## src/hdl/rcao_pkg.sv

```systemverilog
package rcao_pkg;

    // field widths
    localparam int CHAR_W      = 8;
    localparam int STATUS_W    = 2;
    localparam int SECS_W      = 8;
    localparam int TPS_W       = 20;
    localparam int CFG_INDEX_W = 2;
    localparam int CFG_DATA_W  = 20;
    localparam int IN_TDATA_W  = 8;
    localparam int OUT_TDATA_W = 8;

    // parsed value saturates just above the largest clamp, which keeps order and zero-ness
    localparam int             VALUE_W   = 9;
    localparam logic [VALUE_W-1:0] VALUE_CAP = 9'd256;

    // result status codes
    localparam logic [STATUS_W-1:0] STATUS_ACCEPTED = 2'd0;
    localparam logic [STATUS_W-1:0] STATUS_REJECTED = 2'd1;
    localparam logic [STATUS_W-1:0] STATUS_TICK     = 2'd2;

    // configuration register indexes
    localparam logic [CFG_INDEX_W-1:0] REG_DEFAULT_ON_SECONDS = 2'd0;
    localparam logic [CFG_INDEX_W-1:0] REG_MAX_ON_SECONDS     = 2'd1;
    localparam logic [CFG_INDEX_W-1:0] REG_TICKS_PER_SECOND   = 2'd2;
    localparam logic [CFG_INDEX_W-1:0] REG_ACTIVE_LOW         = 2'd3;

    // configuration reset values
    localparam logic [SECS_W-1:0] DEFAULT_ON_SECONDS_RST = 8'd5;
    localparam logic [SECS_W-1:0] MAX_ON_SECONDS_RST     = 8'd30;
    localparam logic [TPS_W-1:0]  TICKS_PER_SECOND_RST   = 20'd1000;
    localparam logic              ACTIVE_LOW_RST         = 1'b1;

    // characters of interest
    localparam logic [CHAR_W-1:0] CH_SPACE = 8'h20;
    localparam logic [CHAR_W-1:0] CH_TAB   = 8'h09;
    localparam logic [CHAR_W-1:0] CH_CR    = 8'h0D;
    localparam logic [CHAR_W-1:0] CH_O     = 8'h4F;
    localparam logic [CHAR_W-1:0] CH_N     = 8'h4E;
    localparam logic [CHAR_W-1:0] CH_F     = 8'h46;
    localparam logic [CHAR_W-1:0] CH_COLON = 8'h3A;
    localparam logic [CHAR_W-1:0] CH_PLUS  = 8'h2B;
    localparam logic [CHAR_W-1:0] CH_ZERO  = 8'h30;
    localparam logic [CHAR_W-1:0] CH_NINE  = 8'h39;
    localparam logic [CHAR_W-1:0] CH_LC_A  = 8'h61;
    localparam logic [CHAR_W-1:0] CH_LC_Z  = 8'h7A;
    localparam logic [CHAR_W-1:0] CASE_GAP = 8'h20;

    typedef enum logic [3:0] {
        P_START,
        P_O,
        P_ON,
        P_OF,
        P_OFF,
        P_COLON,
        P_SIGN,
        P_DIGITS,
        P_FAIL
    } parse_state_t;

    typedef struct packed {
        logic               accepted;
        logic               cmd_off;
        logic               cmd_on_default;
        logic [VALUE_W-1:0] value;
    } verdict_t;

    typedef struct packed {
        logic [STATUS_W-1:0] status;
        logic                relay_on;
        logic                pin_level;
        logic                state_changed;
    } result_t;

endpackage

```

## src/hdl/relay_command_with_auto_off_top.sv

```systemverilog
// Relay command block with auto-off timer. Each input transfer is either one command
// character (tuser 0, tdata the byte, tlast on the final character) or one timer tick
// (tuser 1). Commands OFF, ON and ON:n are trimmed of whitespace and matched without case,
// and are recognised on the fly as characters arrive, so no command buffer is kept.
// One result comes out per tick and per final character; other characters give none.
// The block takes one item every cycle: an input register and a result register hold
// the item and its result; the result register loads from the input register when the
// staged item moves on and has a result. Input is held back only while the result
// register is full and not taken and the staged item has a result of its own.
// No clearing pass after reset. Configuration is written through cfg_wr_en / cfg_index /
// cfg_data; the user must write it only while idle, which the block itself does not enforce.
module relay_command_with_auto_off_top #(
    parameter int CMD_BUFFER_BYTES = 16
) (
    input  logic                               clk,
    input  logic                               rst_n,
    input  logic                               s_axis_tvalid,
    output logic                               s_axis_tready,
    input  logic [rcao_pkg::IN_TDATA_W-1:0]    s_axis_tdata,  // [7:0] char_byte
    input  logic [0:0]                         s_axis_tuser,  // [0] action
    input  logic                               s_axis_tlast,
    output logic                               m_axis_tvalid,
    input  logic                               m_axis_tready,
    // [1:0] cmd_status, [2] relay_on, [3] pin_level, [4] state_changed, [7:5] zero
    output logic [rcao_pkg::OUT_TDATA_W-1:0]   m_axis_tdata,
    input  logic                               cfg_wr_en,
    input  logic [rcao_pkg::CFG_INDEX_W-1:0]   cfg_index,
    input  logic [rcao_pkg::CFG_DATA_W-1:0]    cfg_data
);
    import rcao_pkg::*;

    logic [SECS_W-1:0] default_on_reg;
    logic [SECS_W-1:0] max_on_reg;
    logic [TPS_W-1:0]  tps_reg;
    logic              active_low_reg;

    logic              s1_valid_reg;
    logic              s1_action_reg;
    logic [CHAR_W-1:0] s1_char_reg;
    logic              s1_last_reg;

    logic                   m_valid_reg, m_valid_next;
    logic [OUT_TDATA_W-1:0] m_data_reg;

    logic     s1_has_result;
    logic     advance;
    verdict_t verdict;
    result_t  result;

    // configuration registers
    always_ff @(posedge clk or negedge rst_n)
    begin
        if (!rst_n)
        begin
            default_on_reg <= DEFAULT_ON_SECONDS_RST;
            max_on_reg     <= MAX_ON_SECONDS_RST;
            tps_reg        <= TICKS_PER_SECOND_RST;
            active_low_reg <= ACTIVE_LOW_RST;
        end
        else if (cfg_wr_en)
        begin
            unique case (cfg_index)
                REG_DEFAULT_ON_SECONDS: default_on_reg <= cfg_data[SECS_W-1:0];
                REG_MAX_ON_SECONDS:     max_on_reg     <= cfg_data[SECS_W-1:0];
                REG_TICKS_PER_SECOND:   tps_reg        <= cfg_data[TPS_W-1:0];
                REG_ACTIVE_LOW:         active_low_reg <= cfg_data[0];
                default:                active_low_reg <= active_low_reg;
            endcase
        end
    end

    // staged item moves on unless it would overwrite a result not yet taken
    assign s1_has_result = s1_action_reg || s1_last_reg;
    assign advance       = s1_valid_reg && !(s1_has_result && m_valid_reg && !m_axis_tready);
    assign s_axis_tready = !s1_valid_reg || advance;

    always_ff @(posedge clk or negedge rst_n)
    begin
        if (!rst_n)
            s1_valid_reg <= 1'b0;
        else if (s_axis_tready)
            s1_valid_reg <= s_axis_tvalid;
    end

    always_ff @(posedge clk)
    begin
        if (s_axis_tvalid && s_axis_tready)
        begin
            s1_action_reg <= s_axis_tuser[0];
            s1_char_reg   <= s_axis_tdata[CHAR_W-1:0];
            s1_last_reg   <= s_axis_tlast;
        end
    end

    rcao_parser #(
        .CMD_BUFFER_BYTES (CMD_BUFFER_BYTES)
    ) u_parser (
        .clk       (clk),
        .rst_n     (rst_n),
        .step      (advance && !s1_action_reg),
        .char_byte (s1_char_reg),
        .last_char (s1_last_reg),
        .verdict   (verdict)
    );

    rcao_relay u_relay (
        .clk              (clk),
        .rst_n            (rst_n),
        .step             (advance),
        .is_tick          (s1_action_reg),
        .cmd_end          (s1_last_reg),
        .verdict          (verdict),
        .run_default_secs (default_on_reg),
        .run_cap_secs     (max_on_reg),
        .ticks_per_second (tps_reg),
        .active_low       (active_low_reg),
        .result           (result)
    );

    always_comb
    begin
        m_valid_next = m_valid_reg;
        if (advance && s1_has_result)
            m_valid_next = 1'b1;
        else if (m_axis_tready)
            m_valid_next = 1'b0;
    end

    always_ff @(posedge clk or negedge rst_n)
    begin
        if (!rst_n)
            m_valid_reg <= 1'b0;
        else
            m_valid_reg <= m_valid_next;
    end

    always_ff @(posedge clk)
    begin
        if (advance && s1_has_result)
            m_data_reg <= {3'b000, result.state_changed, result.pin_level,
                           result.relay_on, result.status};
    end

    assign m_axis_tvalid = m_valid_reg;
    assign m_axis_tdata  = m_data_reg;

endmodule

```

## src/hdl/rcao_parser.sv

```systemverilog
module rcao_parser #(
    parameter int CMD_BUFFER_BYTES = 16
) (
    input  logic                         clk,
    input  logic                         rst_n,
    input  logic                         step,
    input  logic [rcao_pkg::CHAR_W-1:0]  char_byte,
    input  logic                         last_char,
    output rcao_pkg::verdict_t           verdict
);
    import rcao_pkg::*;

    localparam int CNT_W = $clog2(CMD_BUFFER_BYTES + 1);
    localparam logic [CNT_W:0]   BODY_LIMIT = (CNT_W + 1)'(CMD_BUFFER_BYTES - 1);
    localparam logic [CNT_W-1:0] PEND_SAT   = CNT_W'(CMD_BUFFER_BYTES);

    typedef struct packed {
        parse_state_t       state;
        logic [VALUE_W-1:0] value;
    } parse_t;

    logic [CNT_W-1:0] body_reg, body_next;
    logic [CNT_W-1:0] pending_reg, pending_next;
    logic             seen_reg, seen_next;
    logic             too_long_reg, too_long_next;
    parse_t           parse_reg, parse_next;
    parse_t           after_space;
    logic             char_is_ws;
    logic [CNT_W:0]   fill_sum;

    // one body token through the recogniser of OFF, ON and ON:[ws][+]digits
    function automatic parse_t parse_token(parse_t cur, logic [CHAR_W-1:0] c);
        parse_t              nxt;
        logic [CHAR_W-1:0]   uc;
        logic                is_digit;
        logic [3:0]          digit;
        logic [11:0]         acc;
        nxt      = cur;
        uc       = (c >= CH_LC_A && c <= CH_LC_Z) ? c - CASE_GAP : c;
        is_digit = (c >= CH_ZERO && c <= CH_NINE);
        digit    = 4'(c - CH_ZERO);
        acc      = (12'(cur.value) << 3) + (12'(cur.value) << 1) + 12'(digit);
        unique case (cur.state)
            P_START: nxt.state = (uc == CH_O) ? P_O : P_FAIL;
            P_O:
            begin
                if (uc == CH_N)
                    nxt.state = P_ON;
                else if (uc == CH_F)
                    nxt.state = P_OF;
                else
                    nxt.state = P_FAIL;
            end
            P_OF:    nxt.state = (uc == CH_F) ? P_OFF : P_FAIL;
            P_OFF:   nxt.state = P_FAIL;
            P_ON:    nxt.state = (c == CH_COLON) ? P_COLON : P_FAIL;
            P_COLON:
            begin
                if (c == CH_SPACE)
                    nxt.state = P_COLON;
                else if (c == CH_PLUS)
                    nxt.state = P_SIGN;
                else if (is_digit)
                begin
                    nxt.state = P_DIGITS;
                    nxt.value = VALUE_W'(digit);
                end
                else
                    nxt.state = P_FAIL;
            end
            P_SIGN:
            begin
                if (is_digit)
                begin
                    nxt.state = P_DIGITS;
                    nxt.value = VALUE_W'(digit);
                end
                else
                    nxt.state = P_FAIL;
            end
            P_DIGITS:
            begin
                if (is_digit)
                    nxt.value = (acc > 12'(VALUE_CAP)) ? VALUE_CAP : acc[VALUE_W-1:0];
                else
                    nxt.state = P_FAIL;
            end
            P_FAIL:  nxt.state = P_FAIL;
            default: nxt.state = P_FAIL;
        endcase
        return nxt;
    endfunction

    assign char_is_ws = (char_byte == CH_SPACE) || (char_byte >= CH_TAB && char_byte <= CH_CR);
    assign fill_sum   = {1'b0, body_reg} + {1'b0, pending_reg};

    always_comb
    begin
        body_next     = body_reg;
        pending_next  = pending_reg;
        seen_next     = seen_reg;
        too_long_next = too_long_reg;
        parse_next    = parse_reg;
        after_space   = (pending_reg != '0) ? parse_token(parse_reg, CH_SPACE) : parse_reg;
        if (char_is_ws)
        begin
            if (seen_reg && pending_reg < PEND_SAT)
                pending_next = pending_reg + 1'b1;
        end
        else
        begin
            seen_next = 1'b1;
            if (!too_long_reg)
            begin
                if (fill_sum >= BODY_LIMIT)
                    too_long_next = 1'b1;
                else
                begin
                    // internal whitespace run acts as a single space token
                    body_next    = fill_sum[CNT_W-1:0] + 1'b1;
                    pending_next = '0;
                    parse_next   = parse_token(after_space, char_byte);
                end
            end
        end
    end

    always_comb
    begin
        verdict.cmd_off        = (parse_next.state == P_OFF);
        verdict.cmd_on_default = (parse_next.state == P_ON);
        verdict.value          = parse_next.value;
        verdict.accepted       = !too_long_next &&
                                 (parse_next.state == P_OFF || parse_next.state == P_ON ||
                                  (parse_next.state == P_DIGITS && parse_next.value != '0));
    end

    always_ff @(posedge clk or negedge rst_n)
    begin
        if (!rst_n)
        begin
            body_reg     <= '0;
            pending_reg  <= '0;
            seen_reg     <= 1'b0;
            too_long_reg <= 1'b0;
            parse_reg    <= '{state: P_START, value: '0};
        end
        else if (step)
        begin
            if (last_char)
            begin
                body_reg     <= '0;
                pending_reg  <= '0;
                seen_reg     <= 1'b0;
                too_long_reg <= 1'b0;
                parse_reg    <= '{state: P_START, value: '0};
            end
            else
            begin
                body_reg     <= body_next;
                pending_reg  <= pending_next;
                seen_reg     <= seen_next;
                too_long_reg <= too_long_next;
                parse_reg    <= parse_next;
            end
        end
    end

endmodule

```

## src/hdl/rcao_relay.sv

```systemverilog
module rcao_relay (
    input  logic                         clk,
    input  logic                         rst_n,
    input  logic                         step,
    input  logic                         is_tick,
    input  logic                         cmd_end,
    input  rcao_pkg::verdict_t           verdict,
    input  logic [rcao_pkg::SECS_W-1:0]  run_default_secs,
    input  logic [rcao_pkg::SECS_W-1:0]  run_cap_secs,
    input  logic [rcao_pkg::TPS_W-1:0]   ticks_per_second,
    input  logic                         active_low,
    output rcao_pkg::result_t            result
);
    import rcao_pkg::*;

    logic              relay_reg, relay_next;
    logic              running_reg, running_next;
    logic [SECS_W-1:0] secs_reg, secs_next;
    logic [TPS_W-1:0]  prescale_reg, prescale_next;
    logic [TPS_W-1:0]  tps_eff;
    logic [TPS_W:0]    prescale_inc;
    logic [SECS_W-1:0] secs_dec;
    logic [SECS_W-1:0] clamped;
    logic [SECS_W-1:0] run_secs;
    logic              changed;
    logic [STATUS_W-1:0] status;

    assign tps_eff      = (ticks_per_second == '0) ? TPS_W'(1) : ticks_per_second;
    assign prescale_inc = {1'b0, prescale_reg} + 1'b1;
    assign secs_dec     = (secs_reg != '0) ? secs_reg - 1'b1 : secs_reg;
    assign clamped      = (verdict.value > {1'b0, run_cap_secs}) ?
                          run_cap_secs : verdict.value[SECS_W-1:0];
    assign run_secs     = verdict.cmd_on_default ? run_default_secs : clamped;

    always_comb
    begin
        relay_next    = relay_reg;
        running_next  = running_reg;
        secs_next     = secs_reg;
        prescale_next = prescale_reg;
        changed       = 1'b0;
        status        = STATUS_TICK;
        if (is_tick)
        begin
            if (running_reg)
            begin
                if (prescale_inc >= {1'b0, tps_eff})
                begin
                    prescale_next = '0;
                    secs_next     = secs_dec;
                    if (secs_dec == '0)
                    begin
                        running_next = 1'b0;
                        relay_next   = 1'b0;
                        changed      = relay_reg;
                    end
                end
                else
                    prescale_next = prescale_inc[TPS_W-1:0];
            end
        end
        else if (verdict.accepted)
        begin
            status = STATUS_ACCEPTED;
            if (verdict.cmd_off)
            begin
                running_next = 1'b0;
                relay_next   = 1'b0;
                changed      = relay_reg;
            end
            else
            begin
                relay_next   = 1'b1;
                changed      = !relay_reg;
                running_next = (run_secs != '0);
                if (run_secs != '0)
                begin
                    secs_next     = run_secs;
                    prescale_next = '0;
                end
            end
        end
        else
            status = STATUS_REJECTED;
    end

    always_comb
    begin
        result.status        = status;
        result.relay_on      = relay_next;
        result.pin_level     = relay_next ^ active_low;
        result.state_changed = changed;
    end

    always_ff @(posedge clk or negedge rst_n)
    begin
        if (!rst_n)
        begin
            relay_reg    <= 1'b0;
            running_reg  <= 1'b0;
            secs_reg     <= '0;
            prescale_reg <= '0;
        end
        else if (step && (is_tick || cmd_end))
        begin
            relay_reg    <= relay_next;
            running_reg  <= running_next;
            secs_reg     <= secs_next;
            prescale_reg <= prescale_next;
        end
    end

endmodule

```

## config.mk

```make
export PLATFORM = sky130hd
export DESIGN_NAME = relay_command_with_auto_off_top
export DESIGN_NICKNAME = d
export VERILOG_FILES = /design/src/hdl/rcao_pkg.sv /design/src/hdl/relay_command_with_auto_off_top.sv /design/src/hdl/rcao_parser.sv /design/src/hdl/rcao_relay.sv
export SDC_FILE = /design/constraint.sdc
export NUM_CORES = 1
export LEC_CHECK = 0
export CORE_MARGIN = 2
export CORE_UTILIZATION = 55
export DETAILED_ROUTE_END_ITERATION = 10
export DONT_BUFFER_PORTS = 1
export GPL_TIMING_DRIVEN = 0
export HOLD_SLACK_MARGIN = 0.15
export PLACE_DENSITY_LB_ADDON = 0.25
export SKIP_CTS_REPAIR_TIMING = 1
export SLEW_MARGIN = 20
export SYNTH_ARGS = -nofsm -noshare
export SYNTH_HDL_FRONTEND = slang
export SYNTH_SLANG_ARGS = --single-unit
```

## constraint.sdc

```tcl
create_clock -name clk -period 13.75 [get_ports clk]
set_input_delay 2.75 -clock clk [delete_from_list [all_inputs] [get_ports clk]]
set_output_delay 2.75 -clock clk [all_outputs]
set_load 0.005 [all_outputs]
```

==> results of run 1 <==
==> worst paths after layout <==
kind	end	cells after the start
setup / recovery	u_relay.prescale_reg[0]	23
hold / removal	u_parser.seen_reg	2
setup reg to reg	u_relay.prescale_reg[0]	23
max in group asynchronous	max_on_reg[4]	0
hold reg to reg	u_parser.seen_reg	2
min in group asynchronous	u_relay.secs_reg[1]	0
==> cells by family (layout without fill, tap and decap cells) <==
group                    count (synthesis)  after routing  share of synthesized area (%)
adder cells (fa/ha/maj)                 60             60                           9.56
AO/OA/AOI/OAI                          226            226                           20.4
flip-flops                             109            109                           34.9
buffers and inverters                  100            116                           5.28
XOR/XNOR                                31             31                           3.36
AND/OR/NAND/NOR                        308            308                           20.7
other                                    1              3                         0.0464
multiplexers                            42             42                           5.79
==> placed cells by master, fill, tap and decap left out, types with 17 or more instances in the layout <==
master and instances:
sky130_fd_sc_hd__inv_1 62, sky130_fd_sc_hd__o21ai_0 52, sky130_fd_sc_hd__nand3_1 45, sky130_fd_sc_hd__mux2_2 38
sky130_fd_sc_hd__xnor2_1 21, sky130_fd_sc_hd__ha_1 57, sky130_fd_sc_hd__clkbuf_1 17, sky130_fd_sc_hd__dfrtp_1 81
sky130_fd_sc_hd__nand2b_1 17, sky130_fd_sc_hd__nor2_1 47, sky130_fd_sc_hd__a21o_1 19, sky130_fd_sc_hd__nor3_1 22
sky130_fd_sc_hd__a21oi_1 29, sky130_fd_sc_hd__a22o_1 22, sky130_fd_sc_hd__and3_1 17, sky130_fd_sc_hd__nand2_1 67
==> final cells by class <==
| cell class | count | area [um2] |
|---|---|---|
| inverter | 62 | 233 |
| buffer | 38 | 194 |
| sequential | 109 | 2820 |
| clock inverter | 7 | 91.3 |
| clock buffer | 9 | 225 |
| multi-input combinational | 670 | 4850 |
| tap | 184 | 230 |
| fill | 1259 | 5780 |
==> routing by layer <==
metal / global-route usage (%) / vias up / share of wire (%)
li1: - / 3273 / -
met3: 5.82 / 22 / 5.7
met4: 4.25 / 0 / 0.94
met1: 35.8 / 3225 / 47
met5: 0 / - / 0
met2: 40.9 / 198 / 47
==> critical path, cell delays in order, from the launching register on <==
cell and delay [ps]:
sky130_fd_sc_hd__dfrtp_1 460, sky130_fd_sc_hd__fa_1 560, sky130_fd_sc_hd__inv_1 70, sky130_fd_sc_hd__fa_1 460, sky130_fd_sc_hd__nor2b_1 260, sky130_fd_sc_hd__o21ai_0 200
sky130_fd_sc_hd__o221ai_1 280, sky130_fd_sc_hd__a21boi_0 360, sky130_fd_sc_hd__o2111ai_1 350, sky130_fd_sc_hd__o2111ai_1 380, sky130_fd_sc_hd__o21a_1 230, sky130_fd_sc_hd__ha_1 260
sky130_fd_sc_hd__and3_1 210, sky130_fd_sc_hd__o21ai_0 70, sky130_fd_sc_hd__nand3_1 80, sky130_fd_sc_hd__and3_1 240, sky130_fd_sc_hd__a21o_1 210, sky130_fd_sc_hd__o21bai_1 250
sky130_fd_sc_hd__o21ai_0 500, sky130_fd_sc_hd__nand4bb_1 160, sky130_fd_sc_hd__o31a_1 330, sky130_fd_sc_hd__buf_6 140, sky130_fd_sc_hd__nand2_1 380, sky130_fd_sc_hd__mux2_2 240
==> where the power goes <==
| group | switching, uW | internal (uW) | total, uW |
|---|---|---|---|
| clock | 143 | 133 | 276 |
| combinational | 133 | 106 | 239 |
| sequential | 45.3 | 380 | 425 |
| total | 322 | 619 | 941 |
==> through the flow <==
stage	total power, uW	instance area (um2)	hold slack (ps)
detailed placement	666	8330	463
global route	994	8650	526
global placement	658	8330	463
CTS	945	8640	486
floorplan	603	8100	438
finish	941	8650	480
==> reports/qor.json, run 1 <==
{
  "cp_data_required_time": {"value": 14050, "unit": "ps"},
  "path_clk_slew": {"value": 90, "unit": "ps"},
  "num_io_pins": {"value": 47},
  "seq_cells_post_synth": {"value": 109},
  "detailroute.via_count": {"value": 6718},
  "drt_wl_total": {"value": 19500, "unit": "um"},
  "max-cap-violations": {"value": 0},
  "rsz_0062_raised_after_global_routing": {"value": "no"},
  "antenna_cells": {"value": 0},
  "final_max_slew_viol_count": {"value": 0},
  "synth_area_per_cell": {"value": 9.22, "unit": "um2"},
  "synth_flop_cell": {"value": "sky130_fd_sc_hd__dfrtp_1"},
  "grt_antenna_before_repair": {"value": 0},
  "synthTopCellsByArea": {"value": "sky130_fd_sc_hd__dfrtp_1, sky130_fd_sc_hd__ha_1, sky130_fd_sc_hd__edfxtp_1"},
  "dpl.cell_count": {"value": 1063},
  "post_synth_num_cell_types": {"value": 89},
  "worst-setup-path-type": {"value": "reg2reg"},
  "max-vdd-ir-drop": {"value": 0.0712, "unit": "mV"},
  "initial_utilization": {"value": 56.1, "unit": "%"},
  "worstPathMaxFanout": {"value": 10},
  "detail_route.drc_violations": {"value": 0},
  "cp.arrival": {"value": 7050, "unit": "ps"},
  "io_buffers": {"value": 0},
  "run_status": {"value": "finished, final reports clean"},
  "post_route_minimum_period": {"value": 6750, "unit": "ps"},
  "postLayoutSetupSlackWorst": {"value": 7000, "unit": "ps"},
  "wire_length_of_the_first_global_routing_pass": {"value": 32500, "unit": "um"},
  "detailedRoute.firstPassIterationCount": {"value": 5},
  "fin_nets": {"value": 987},
  "area_delta_synth_final": {"value": 6.92, "unit": "%"},
  "routedWlPerCell": {"value": 18.1, "unit": "um"},
  "post-place-ws": {"value": 7130, "unit": "ps"},
  "die_area": {"value": 0.0157, "unit": "mm2"},
  "grt_pass1_vias": {"value": 6364},
  "clock_sinks": {"value": 109},
  "warning_count_from_the_yosys_run": {"value": 0},
  "grt_max_degree": {"value": 95},
  "class_of_the_tightest_hold_or_removal_check": {"value": "reg2reg"},
  "die_height": {"value": 125, "unit": "um"},
  "hpwl": {"value": 14600, "unit": "um"},
  "power_density": {"value": 109, "unit": "mW/mm2"},
  "timing_worst_slew_pin_value": {"value": 961, "unit": "ps"},
  "min-delay-start": {"value": "u_parser.seen_reg"},
  "floorplan.rows": {"value": 44},
  "gpl.final_weighted_congestion": {"value": 0.928},
  "cts-root-buf": {"value": "sky130_fd_sc_hd__clkbuf_16"},
  "drt_iter0_markers": {"value": 702},
  "synth_sequential_area_ratio": {"value": 34.9, "unit": "%"},
  "synth_top_cell_by_area": {"value": "sky130_fd_sc_hd__dfrtp_1"},
  "leakage_power_of_the_design": {"value": 0.00386, "unit": "uW"},
  "worstSkewPairLatency": {"value": 370, "unit": "ps"},
  "number_of_flops_mapped_to_enable_cells_by_yosys": {"value": 15},
  "setup_tns_final": {"value": 0, "unit": "ps"},
  "slew_headroom": {"value": 35.4, "unit": "%"},
  "global_route.usage.total": {"value": 25.4, "unit": "%"},
  "synth_top_cells_by_count": {"value": "sky130_fd_sc_hd__dfrtp_1, sky130_fd_sc_hd__nand2_1, sky130_fd_sc_hd__inv_1, sky130_fd_sc_hd__ha_1, sky130_fd_sc_hd__o21ai_0"},
  "ant_nets": {"value": 0},
  "fmax": {"value": 148, "unit": "MHz"},
  "timing_hold_violations_final": {"value": 0},
  "cts_inserted_buffers": {"value": 9},
  "r2r_slack": {"value": 7000, "unit": "ps"},
  "synth_top_area_share": {"value": 25.1, "unit": "%"},
  "regToRegStartpoint": {"value": "u_parser.parse_reg[0]"},
  "htree_num_levels": {"value": 3},
  "layoutNonFillerInstCount": {"value": 1079},
  "cp-start-kind": {"value": "flop"},
  "cts_tree": {"value": "built"},
  "grt.overflow.total": {"value": 0},
  "post_drt_via_cell_ratio": {"value": 6.23},
  "synth_most_common_cell": {"value": "sky130_fd_sc_hd__dfrtp_1"},
  "fp.dieW": {"value": 125, "unit": "um"},
  "synthArstFlopShare": {"value": 86.2, "unit": "%"},
  "layout_worst_path_cycle_share": {"value": 49.1, "unit": "%"},
  "crit_path_end_kind": {"value": "flop"},
  "syn-cell-area": {"value": 0.00809, "unit": "mm2"},
  "drive_above_1_share": {"value": 12.3, "unit": "%"},
  "finalCoreUtilization": {"value": 59.9, "unit": "%"},
  "critPathLaunch": {"value": "u_parser.parse_reg[0]"},
  "finalClockSkew": {"value": 20.2, "unit": "ps"},
  "report.final.setup_viol": {"value": 0},
  "postSynthCellCount": {"value": 877},
  "core_area": {"value": 0.0144, "unit": "mm2"},
  "cts_max_path_buffers": {"value": 2}
}
No activity file was read; power rests on OpenSTA's default activity.
==> run 2, diff against run 1 <==
Clock period 13.75 ns to 5.64 ns, I/O delays scaled along.
==> run 2 against run 1 <==
The run now ends with negative setup slack left; core utilization is 3.1 points higher; via count is 2.7% higher; combinational power grew to 2.7 times the previous value; largest cell class unchanged.
==> reports/qor.json, run 2 (same netlist as run 1, synthesis figures left out) <==
{
  "run_status": {"value": "finished with violations"},
  "violations": {"value": "negative setup slack"},
  "global_route.usage.total": {"value": 25.4, "unit": "%", "change": "unchanged"},
  "htree_num_levels": {"value": 3, "change": "unchanged"},
  "layout_commonest_cell": {"value": "sky130_fd_sc_hd__dfrtp_1"},
  "timing_worst_slew_pin_value": {"value": 1000, "unit": "ps", "change": "+43.3 ps"},
  "report.final.setup_viol": {"value": 29, "change": "+29"},
  "gpl.final_weighted_congestion": {"value": 0.928, "change": "unchanged"},
  "fmax": {"value": 165, "unit": "MHz", "change": "+12%"},
  "final_cell_mix": {"value": "sky130_fd_sc_hd__dfrtp_1, sky130_fd_sc_hd__nand2_1, sky130_fd_sc_hd__inv_1"},
  "die_area": {"value": 0.0157, "unit": "mm2", "change": "unchanged"},
  "rsz_0062_raised_after_global_routing": {"value": "yes"},
  "final_max_slew_viol_count": {"value": 0, "change": "unchanged"},
  "cts-root-buf": {"value": "sky130_fd_sc_hd__clkbuf_16"},
  "cts_max_path_buffers": {"value": 2, "change": "unchanged"},
  "timing_hold_violations_final": {"value": 0, "change": "unchanged"},
  "drt_wl_total": {"value": 20400, "unit": "um", "change": "+4.2%"},
  "place_area": {"value": 0.00833, "unit": "mm2", "change": "unchanged"},
  "worstPathMaxFanout": {"value": 5, "change": "-5"},
  "cp_data_required_time": {"value": 5890, "unit": "ps", "change": "-8160 ps"},
  "num_io_pins": {"value": 47, "change": "unchanged"},
  "grt_antenna_before_repair": {"value": 1, "change": "+1"},
  "grt.overflow.total": {"value": 0, "change": "unchanged"},
  "grt_max_degree": {"value": 95, "change": "unchanged"},
  "worst-setup-path-type": {"value": "reg2reg"},
  "setup_tns_final": {"value": -8310, "unit": "ps", "change": "-8310 ps"},
  "critical_path.cell_chain": {"value": "fa_1, ha_1, a21o_1, and4_1, or3_4, a2111oi_4, o2111ai_4, o2111ai_2, o21a_1, ha_4, nor2b_4, o21ai_2, nand3_1, and3_4, a21o_1, a31oi_4, buf_6, o311ai_4, or3_1, o31a_1, buf_4, nor4b_1, a221o_1"},
  "drt_iter0_markers": {"value": 702, "change": "unchanged"},
  "clock_sinks": {"value": 109, "change": "unchanged"},
  "path_clk_slew": {"value": 90, "unit": "ps", "change": "about the same"},
  "die_height": {"value": 125, "unit": "um", "change": "unchanged"},
  "detailedRoute.firstPassIterationCount": {"value": 5, "change": "unchanged"},
  "leakage_power_of_the_design": {"value": 0.00399, "unit": "uW", "change": "+3.3%"},
  "cts_tree": {"value": "built"},
  "critical-path-slowest-cell": {"value": "sky130_fd_sc_hd__fa_1"},
  "antenna_cells": {"value": 0, "change": "unchanged"},
  "max-vdd-ir-drop": {"value": 0.179, "unit": "mV", "change": "+150%"},
  "finalClockSkew": {"value": 20.4, "unit": "ps", "change": "+0.209 ps"},
  "post-place-ws": {"value": -982, "unit": "ps", "change": "-8110 ps"},
  "cts_inserted_buffers": {"value": 9, "change": "unchanged"},
  "cp-start-kind": {"value": "flop"},
  "wire_length_of_the_first_global_routing_pass": {"value": 32500, "unit": "um", "change": "unchanged"},
  "critPathLaunch": {"value": "u_parser.parse_reg[0]"},
  "fin_nets": {"value": 1005, "change": "+1.8%"},
  "crit_path_end_kind": {"value": "flop"},
  "routedWlPerCell": {"value": 18.6, "unit": "um", "change": "+2.5%"},
  "post_drt_via_cell_ratio": {"value": 6.29, "change": "+0.99%"},
  "io_buffers": {"value": 0, "change": "unchanged"},
  "cp.arrival": {"value": 6300, "unit": "ps", "change": "-750 ps"},
  "fp.dieW": {"value": 125, "unit": "um", "change": "unchanged"},
  "layout_worst_path_cycle_share": {"value": 107, "unit": "%", "change": "+58 points"},
  "slew_headroom": {"value": 32.5, "unit": "%", "change": "-2.9 points"},
  "power_density": {"value": 259, "unit": "mW/mm2", "change": "+140%"},
  "regToRegStartpoint": {"value": "u_parser.parse_reg[0]"},
  "max-cap-violations": {"value": 0, "change": "unchanged"},
  "cp_common_cell": {"value": "sky130_fd_sc_hd__a21o_1"},
  "class_of_the_tightest_hold_or_removal_check": {"value": "in2async"},
  "core_area": {"value": 0.0144, "unit": "mm2", "change": "unchanged"},
  "detailroute.via_count": {"value": 6898, "change": "+2.7%"},
  "fillCellCount": {"value": 1187, "change": "-5.7%"},
  "worstSkewPairLatency": {"value": 370, "unit": "ps", "change": "about the same"},
  "ant_nets": {"value": 0, "change": "unchanged"},
  "finish.instance_area": {"value": 0.00910, "unit": "mm2", "change": "+5.2%"},
  "postLayoutSetupSlackWorst": {"value": -407, "unit": "ps", "change": "-7410 ps"},
  "drive_above_1_share": {"value": 18.0, "unit": "%", "change": "+5.7 points"},
  "area_delta_synth_final": {"value": 12.5, "unit": "%"},
  "initial_utilization": {"value": 56.1, "unit": "%", "change": "unchanged"},
  "hpwl": {"value": 14600, "unit": "um", "change": "unchanged"},
  "post_route_minimum_period": {"value": 6050, "unit": "ps", "change": "-699 ps"},
  "detail_route.drc_violations": {"value": 0, "change": "unchanged"},
  "floorplan.rows": {"value": 44, "change": "unchanged"},
  "worst_path_largest_cell_delay": {"value": 570, "unit": "ps", "change": "about the same"},
  "grt_pass1_vias": {"value": 6364, "change": "unchanged"}
}
## run 2: worst max-delay path: cells and delay by family, from the launching register on
kind / cells / cell delay (ps)
AO/OA/AOI/OAI: 11 / 2590
AND/OR/NAND/NOR: 7 / 1500
adder cells (fa/ha/maj): 3 / 1020
flip-flops: 1 / 460
buffers and inverters: 2 / 330
## run 2: layout make-up
class	count	area, um2	area share (%)
buffer	38	210	2.31
clock buffer	9	225	2.48
clock inverter	7	91.3	1.00
inverter	62	233	2.56
multi-input combinational	670	5140	56.5
sequential	109	2820	31.0
tap	184	230	2.53
timing repair buffer	18	150	1.65
## run 2: path summary, 6_finish.rpt
| path | endpoint | slack [ps] | cells after the start |
|---|---|---|---|
| max in group asynchronous | max_on_reg[1] | 4930 | 0 |
| worst max register to register | u_relay.secs_reg[4] | -410 | 23 |
| worst min-delay path | u_relay.secs_reg[1] | 450 | 0 |
| worst max-delay path | u_relay.secs_reg[4] | -410 | 23 |
| min in group clk | u_parser.seen_reg | 490 | 2 |
| worst min register to register | u_parser.seen_reg | 490 | 2 |
## run 2: metrics by stage
stage,hold WS [ps],utilization (%),instances,total power [uW]
after global routing,434,63.1,1097,2490
after floorplan,438,-,879,1470
final,451,63.1,1097,2360
after detailed placement,463,57.7,1063,1620
after global placement,463,57.7,1063,1600
after CTS,441,59.9,1079,2300
## run 2: where the power goes
group          internal (uW)  switching, uW  total, uW
registers                927            111       1040
logic                    292            355        646
clock network            324            352        676
## run 2: metal layers
| metal | vias to the layer above | track usage, % | wire [um] |
|---|---|---|---|
| met5 | - | 0 | 10 |
| met4 | 2 | 4.25 | 189 |
| met2 | 200 | 40.9 | 9610 |
| met3 | 23 | 5.82 | 1220 |
| li1 | 3321 | - | - |
| met1 | 3352 | 35.8 | 9330 |
==> run 3, diff against run 2 <==
Settings changed: ABC_AREA from default to 1.
==> run 3 against run 2 <==
The run now ends clean; clock power down 12%; global-route usage down 0.23 points; first-iteration DRC count fell by 18%; sequential cell count unchanged; power down 1.4%; area after synthesis is 0.48% higher; design area decreased by 4.1%; die area increased by 0.46%; core utilization is 2.8 points lower; wire length fell by 6.1%; fmax up 19%; critical endpoint is now u_relay.prescale_reg[14]; largest cell class unchanged.
==> reports/qor.json, run 3 <==
{
  "wire_length_of_the_first_global_routing_pass": {"value": 32400, "unit": "um", "change": "-0.15%"},
  "routedWlPerCell": {"value": 14.0, "unit": "um", "change": "-25%"},
  "synth_top_cells_by_count": {"value": "sky130_fd_sc_hd__nand2_1, sky130_fd_sc_hd__inv_1, sky130_fd_sc_hd__nor2_1, sky130_fd_sc_hd__nand3_1, sky130_fd_sc_hd__dfrtp_1"},
  "seq_cells_post_synth": {"value": 109, "change": "unchanged"},
  "max-vdd-ir-drop": {"value": 0.210, "unit": "mV", "change": "+17%"},
  "leakage_power_of_the_design": {"value": 0.00455, "unit": "uW", "change": "+14%"},
  "grt_max_degree": {"value": 95, "change": "unchanged"},
  "fmax": {"value": 197, "unit": "MHz", "change": "+19%"},
  "path_buf_inv": {"value": 6, "change": "+4"},
  "hpwl": {"value": 14700, "unit": "um", "change": "+0.57%"},
  "power_density": {"value": 267, "unit": "mW/mm2", "change": "+2.8%"},
  "crit_path_end_kind": {"value": "flop"},
  "global_route.usage.total": {"value": 25.1, "unit": "%", "change": "-0.23 points"},
  "ant_nets": {"value": 0, "change": "unchanged"},
  "path_clk_slew": {"value": 70, "unit": "ps", "change": "-20 ps"},
  "layout_commonest_cell": {"value": "sky130_fd_sc_hd__nand2_1"},
  "grt_pass1_vias": {"value": 6846, "change": "+7.6%"},
  "routed.top_layer": {"value": "met4"},
  "fillCellCount": {"value": 1338, "change": "+13%"},
  "synth_top_area_share": {"value": 24.9, "unit": "%", "change": "-0.12 points"},
  "layout_worst_path_cycle_share": {"value": 89.9, "unit": "%", "change": "-17 points"},
  "drt_wl_total": {"value": 19100, "unit": "um", "change": "-6.1%"},
  "cts_tree": {"value": "built"},
  "timing_hold_violations_final": {"value": 0, "change": "unchanged"},
  "core_area": {"value": 0.0145, "unit": "mm2", "change": "+0.38%"},
  "num_io_pins": {"value": 47, "change": "unchanged"},
  "synth_sequential_area_ratio": {"value": 34.7, "unit": "%", "change": "-0.17 points"},
  "synthTopCellsByArea": {"value": "sky130_fd_sc_hd__dfrtp_1, sky130_fd_sc_hd__nand2_1, sky130_fd_sc_hd__ha_1"},
  "critPathLaunch": {"value": "s1_char_reg[3]"},
  "synth_most_common_cell": {"value": "sky130_fd_sc_hd__nand2_1"},
  "post_synth_num_cell_types": {"value": 47, "change": "-47%"},
  "drt_iter0_markers": {"value": 576, "change": "-18%"},
  "final_max_slew_viol_count": {"value": 0, "change": "unchanged"},
  "wirelength_met1": {"value": 9540, "unit": "um", "change": "+2.2%"},
  "cp_common_cell": {"value": "sky130_fd_sc_hd__nand2_1"},
  "setup_tns_final": {"value": 0, "unit": "ps", "change": "+8310 ps"},
  "rr_endpoint": {"value": "u_relay.prescale_reg[14]"},
  "number_of_flops_mapped_to_enable_cells_by_yosys": {"value": 15, "change": "unchanged"},
  "worstPathMaxFanout": {"value": 10, "change": "+5"},
  "critical-path-slowest-cell": {"value": "sky130_fd_sc_hd__fa_1"},
  "syn-cell-area": {"value": 0.00813, "unit": "mm2", "change": "+0.48%"},
  "htree_num_levels": {"value": 3, "change": "unchanged"},
  "met2_length": {"value": 8460, "unit": "um", "change": "-12%"},
  "critical_path.endpoint": {"value": "u_relay.prescale_reg[14]"},
  "timing_worst_slew_pin_value": {"value": 720, "unit": "ps", "change": "-285 ps"},
  "regToRegStartpoint": {"value": "s1_char_reg[3]"},
  "detail_route.drc_violations": {"value": 0, "change": "unchanged"},
  "synth_top_cell_by_area": {"value": "sky130_fd_sc_hd__dfrtp_1"},
  "cp-start-kind": {"value": "flop"},
  "gpl.final_weighted_congestion": {"value": 0.922, "change": "-0.64%"},
  "finalCoreUtilization": {"value": 60.3, "unit": "%", "change": "-2.8 points"},
  "detailedRoute.firstPassIterationCount": {"value": 5, "change": "unchanged"},
  "cts-root-buf": {"value": "sky130_fd_sc_hd__clkbuf_16"},
  "warning_count_from_the_yosys_run": {"value": 0, "change": "unchanged"},
  "synth_flop_cell": {"value": "sky130_fd_sc_hd__dfrtp_1"},
  "max-cap-violations": {"value": 0, "change": "unchanged"},
  "detailroute.via_count": {"value": 7396, "change": "+7.2%"},
  "r2r_slack": {"value": 570, "unit": "ps", "change": "+980 ps"},
  "area_delta_synth_final": {"value": 7.37, "unit": "%"},
  "fp.dieW": {"value": 126, "unit": "um", "change": "+0.23%"},
  "cp.arrival": {"value": 5350, "unit": "ps", "change": "-950 ps"},
  "fin_nets": {"value": 1275, "change": "+27%"},
  "post_route_minimum_period": {"value": 5070, "unit": "ps", "change": "-977 ps"},
  "finalClockSkew": {"value": 12.1, "unit": "ps", "change": "-8.36 ps"},
  "detailroute.wirelength.met3": {"value": 820, "unit": "um", "change": "-33%"},
  "area_of_the_multi_input_gates": {"value": 0.00454, "unit": "mm2", "change": "-12%"},
  "cts_max_path_buffers": {"value": 2, "change": "unchanged"},
  "grt.overflow.total": {"value": 0, "change": "unchanged"},
  "worst-path-stages": {"value": 36, "change": "+57%"},
  "drive_above_1_share": {"value": 7.69, "unit": "%", "change": "-10 points"},
  "die_height": {"value": 126, "unit": "um", "change": "+0.23%"},
  "clock_sinks": {"value": 109, "change": "unchanged"},
  "cts_inserted_buffers": {"value": 9, "change": "unchanged"},
  "grt_antenna_before_repair": {"value": 0, "change": "-1"},
  "synthArstFlopShare": {"value": 86.2, "unit": "%", "change": "unchanged"},
  "final_cell_mix": {"value": "sky130_fd_sc_hd__nand2_1, sky130_fd_sc_hd__inv_1, sky130_fd_sc_hd__nor2_1"},
  "worst_path_largest_cell_delay": {"value": 590, "unit": "ps", "change": "+20 ps"},
  "die_area": {"value": 0.0158, "unit": "mm2", "change": "+0.46%"},
  "postSynthCellCount": {"value": 1156, "change": "+32%"},
  "report.final.setup_viol": {"value": 0, "change": "-100%"},
  "class_of_the_tightest_hold_or_removal_check": {"value": "in2async"},
  "reg2reg_depth": {"value": 36, "change": "+57%"},
  "layoutNonFillerInstCount": {"value": 1367, "change": "+25%"},
  "cpLargestDelayFamily": {"value": "simple AND/OR/NAND/NOR gates"},
  "synth_area_per_cell": {"value": 7.03, "unit": "um2", "change": "-24%"},
  "run_status": {"value": "finished, final reports clean"},
  "io_buffers": {"value": 0, "change": "unchanged"},
  "slew_headroom": {"value": 51.6, "unit": "%", "change": "+19 points"},
  "cp_data_required_time": {"value": 5920, "unit": "ps", "change": "+30 ps"},
  "initial_utilization": {"value": 56.1, "unit": "%", "change": "about the same"},
  "post_drt_via_cell_ratio": {"value": 5.41, "change": "-14%"},
  "worst-setup-path-type": {"value": "reg2reg"},
  "sequential_cell_area": {"value": 0.00282, "unit": "mm2", "change": "about the same"},
  "dpl.cell_count": {"value": 1342, "change": "+26%"},
  "antenna_cells": {"value": 0, "change": "unchanged"},
  "floorplan.rows": {"value": 44, "change": "unchanged"},
  "worstSkewPairLatency": {"value": 360, "unit": "ps", "change": "about the same"}
}
==> run 3: changes by cell type after synthesis, moves of 16 or more <==
cell,previous run,this run
sky130_fd_sc_hd__and3_1,17,1
sky130_fd_sc_hd__nor2_1,47,103
sky130_fd_sc_hd__inv_1,62,170
sky130_fd_sc_hd__mux2_2,38,0
sky130_fd_sc_hd__a22o_1,22,2
sky130_fd_sc_hd__nand3_1,45,90
sky130_fd_sc_hd__nand4_1,16,36
sky130_fd_sc_hd__nand2b_1,17,0
sky130_fd_sc_hd__a21o_1,19,0
sky130_fd_sc_hd__nand2_1,67,332
sky130_fd_sc_hd__o21ai_0,52,68
==> run 3: cells by family (layout without fill, tap and decap cells) <==
group                      after synthesis  after routing  synth area share, %
DFF                                    109            109                 34.7
and+or+nand+nor                        617            618                 33.9
xor gates and xnor gates                19             19                 2.05
buffers and inverters                  201            225                 9.85
other                                    1              3               0.0461
adders and majority gates               60             60                 9.51
AOI/OAI and AO/OA                      149            149                 9.96
==> run 3: where the power goes <==
part | internal (uW) | total, uW | switching (uW)
combinational | 259 | 715 | 456
sequential | 919 | 1020 | 96.2
clock | 302 | 596 | 293
==> run 3: worst min-delay path by stage <==
stage | startpoint | cells after the start | endpoint
after floorplan | u_parser.body_reg[4] | 2 | u_parser.body_reg[4]
after global placement | u_parser.body_reg[4] | 2 | u_parser.body_reg[4]
after detailed placement | u_parser.body_reg[4] | 2 | u_parser.body_reg[4]
after CTS | rst_n | 0 | u_relay.prescale_reg[13]
after global routing | rst_n | 0 | u_relay.prescale_reg[9]
final | rst_n | 0 | u_parser.parse_reg[5]
==> run 3: routing by layer <==
metal	vias up	GRT usage (%)
li1	3799	-
met1	3414	36.5
met2	157	39.1
met3	26	4.24
met4	0	6.67
met5	-	0
==> run 3: through the flow <==
step	worst slack, ps	hold slack, ps	total power [uW]	area (um2)
2_1_floorplan	1080	440	1560	8130
3_3_place_gp	265	458	1700	8360
3_5_place_dp	257	475	1720	8360
4_1_cts	214	450	2320	8640
5_1_grt	-6.11	448	2500	8730
6_report	570	467	2330	8730
==> run 3: cell type report <==
cell class                      count  share of cell area (%)
Buffer                             20                    1.39
Clock buffer                       11                    2.67
Clock inverter                      5                   0.445
Inverter                          181                    7.84
Multi-Input combinational cell    849                    52.0
Sequential cell                   109                    32.3
Tap cell                          184                    2.64
Timing Repair Buffer                8                   0.688
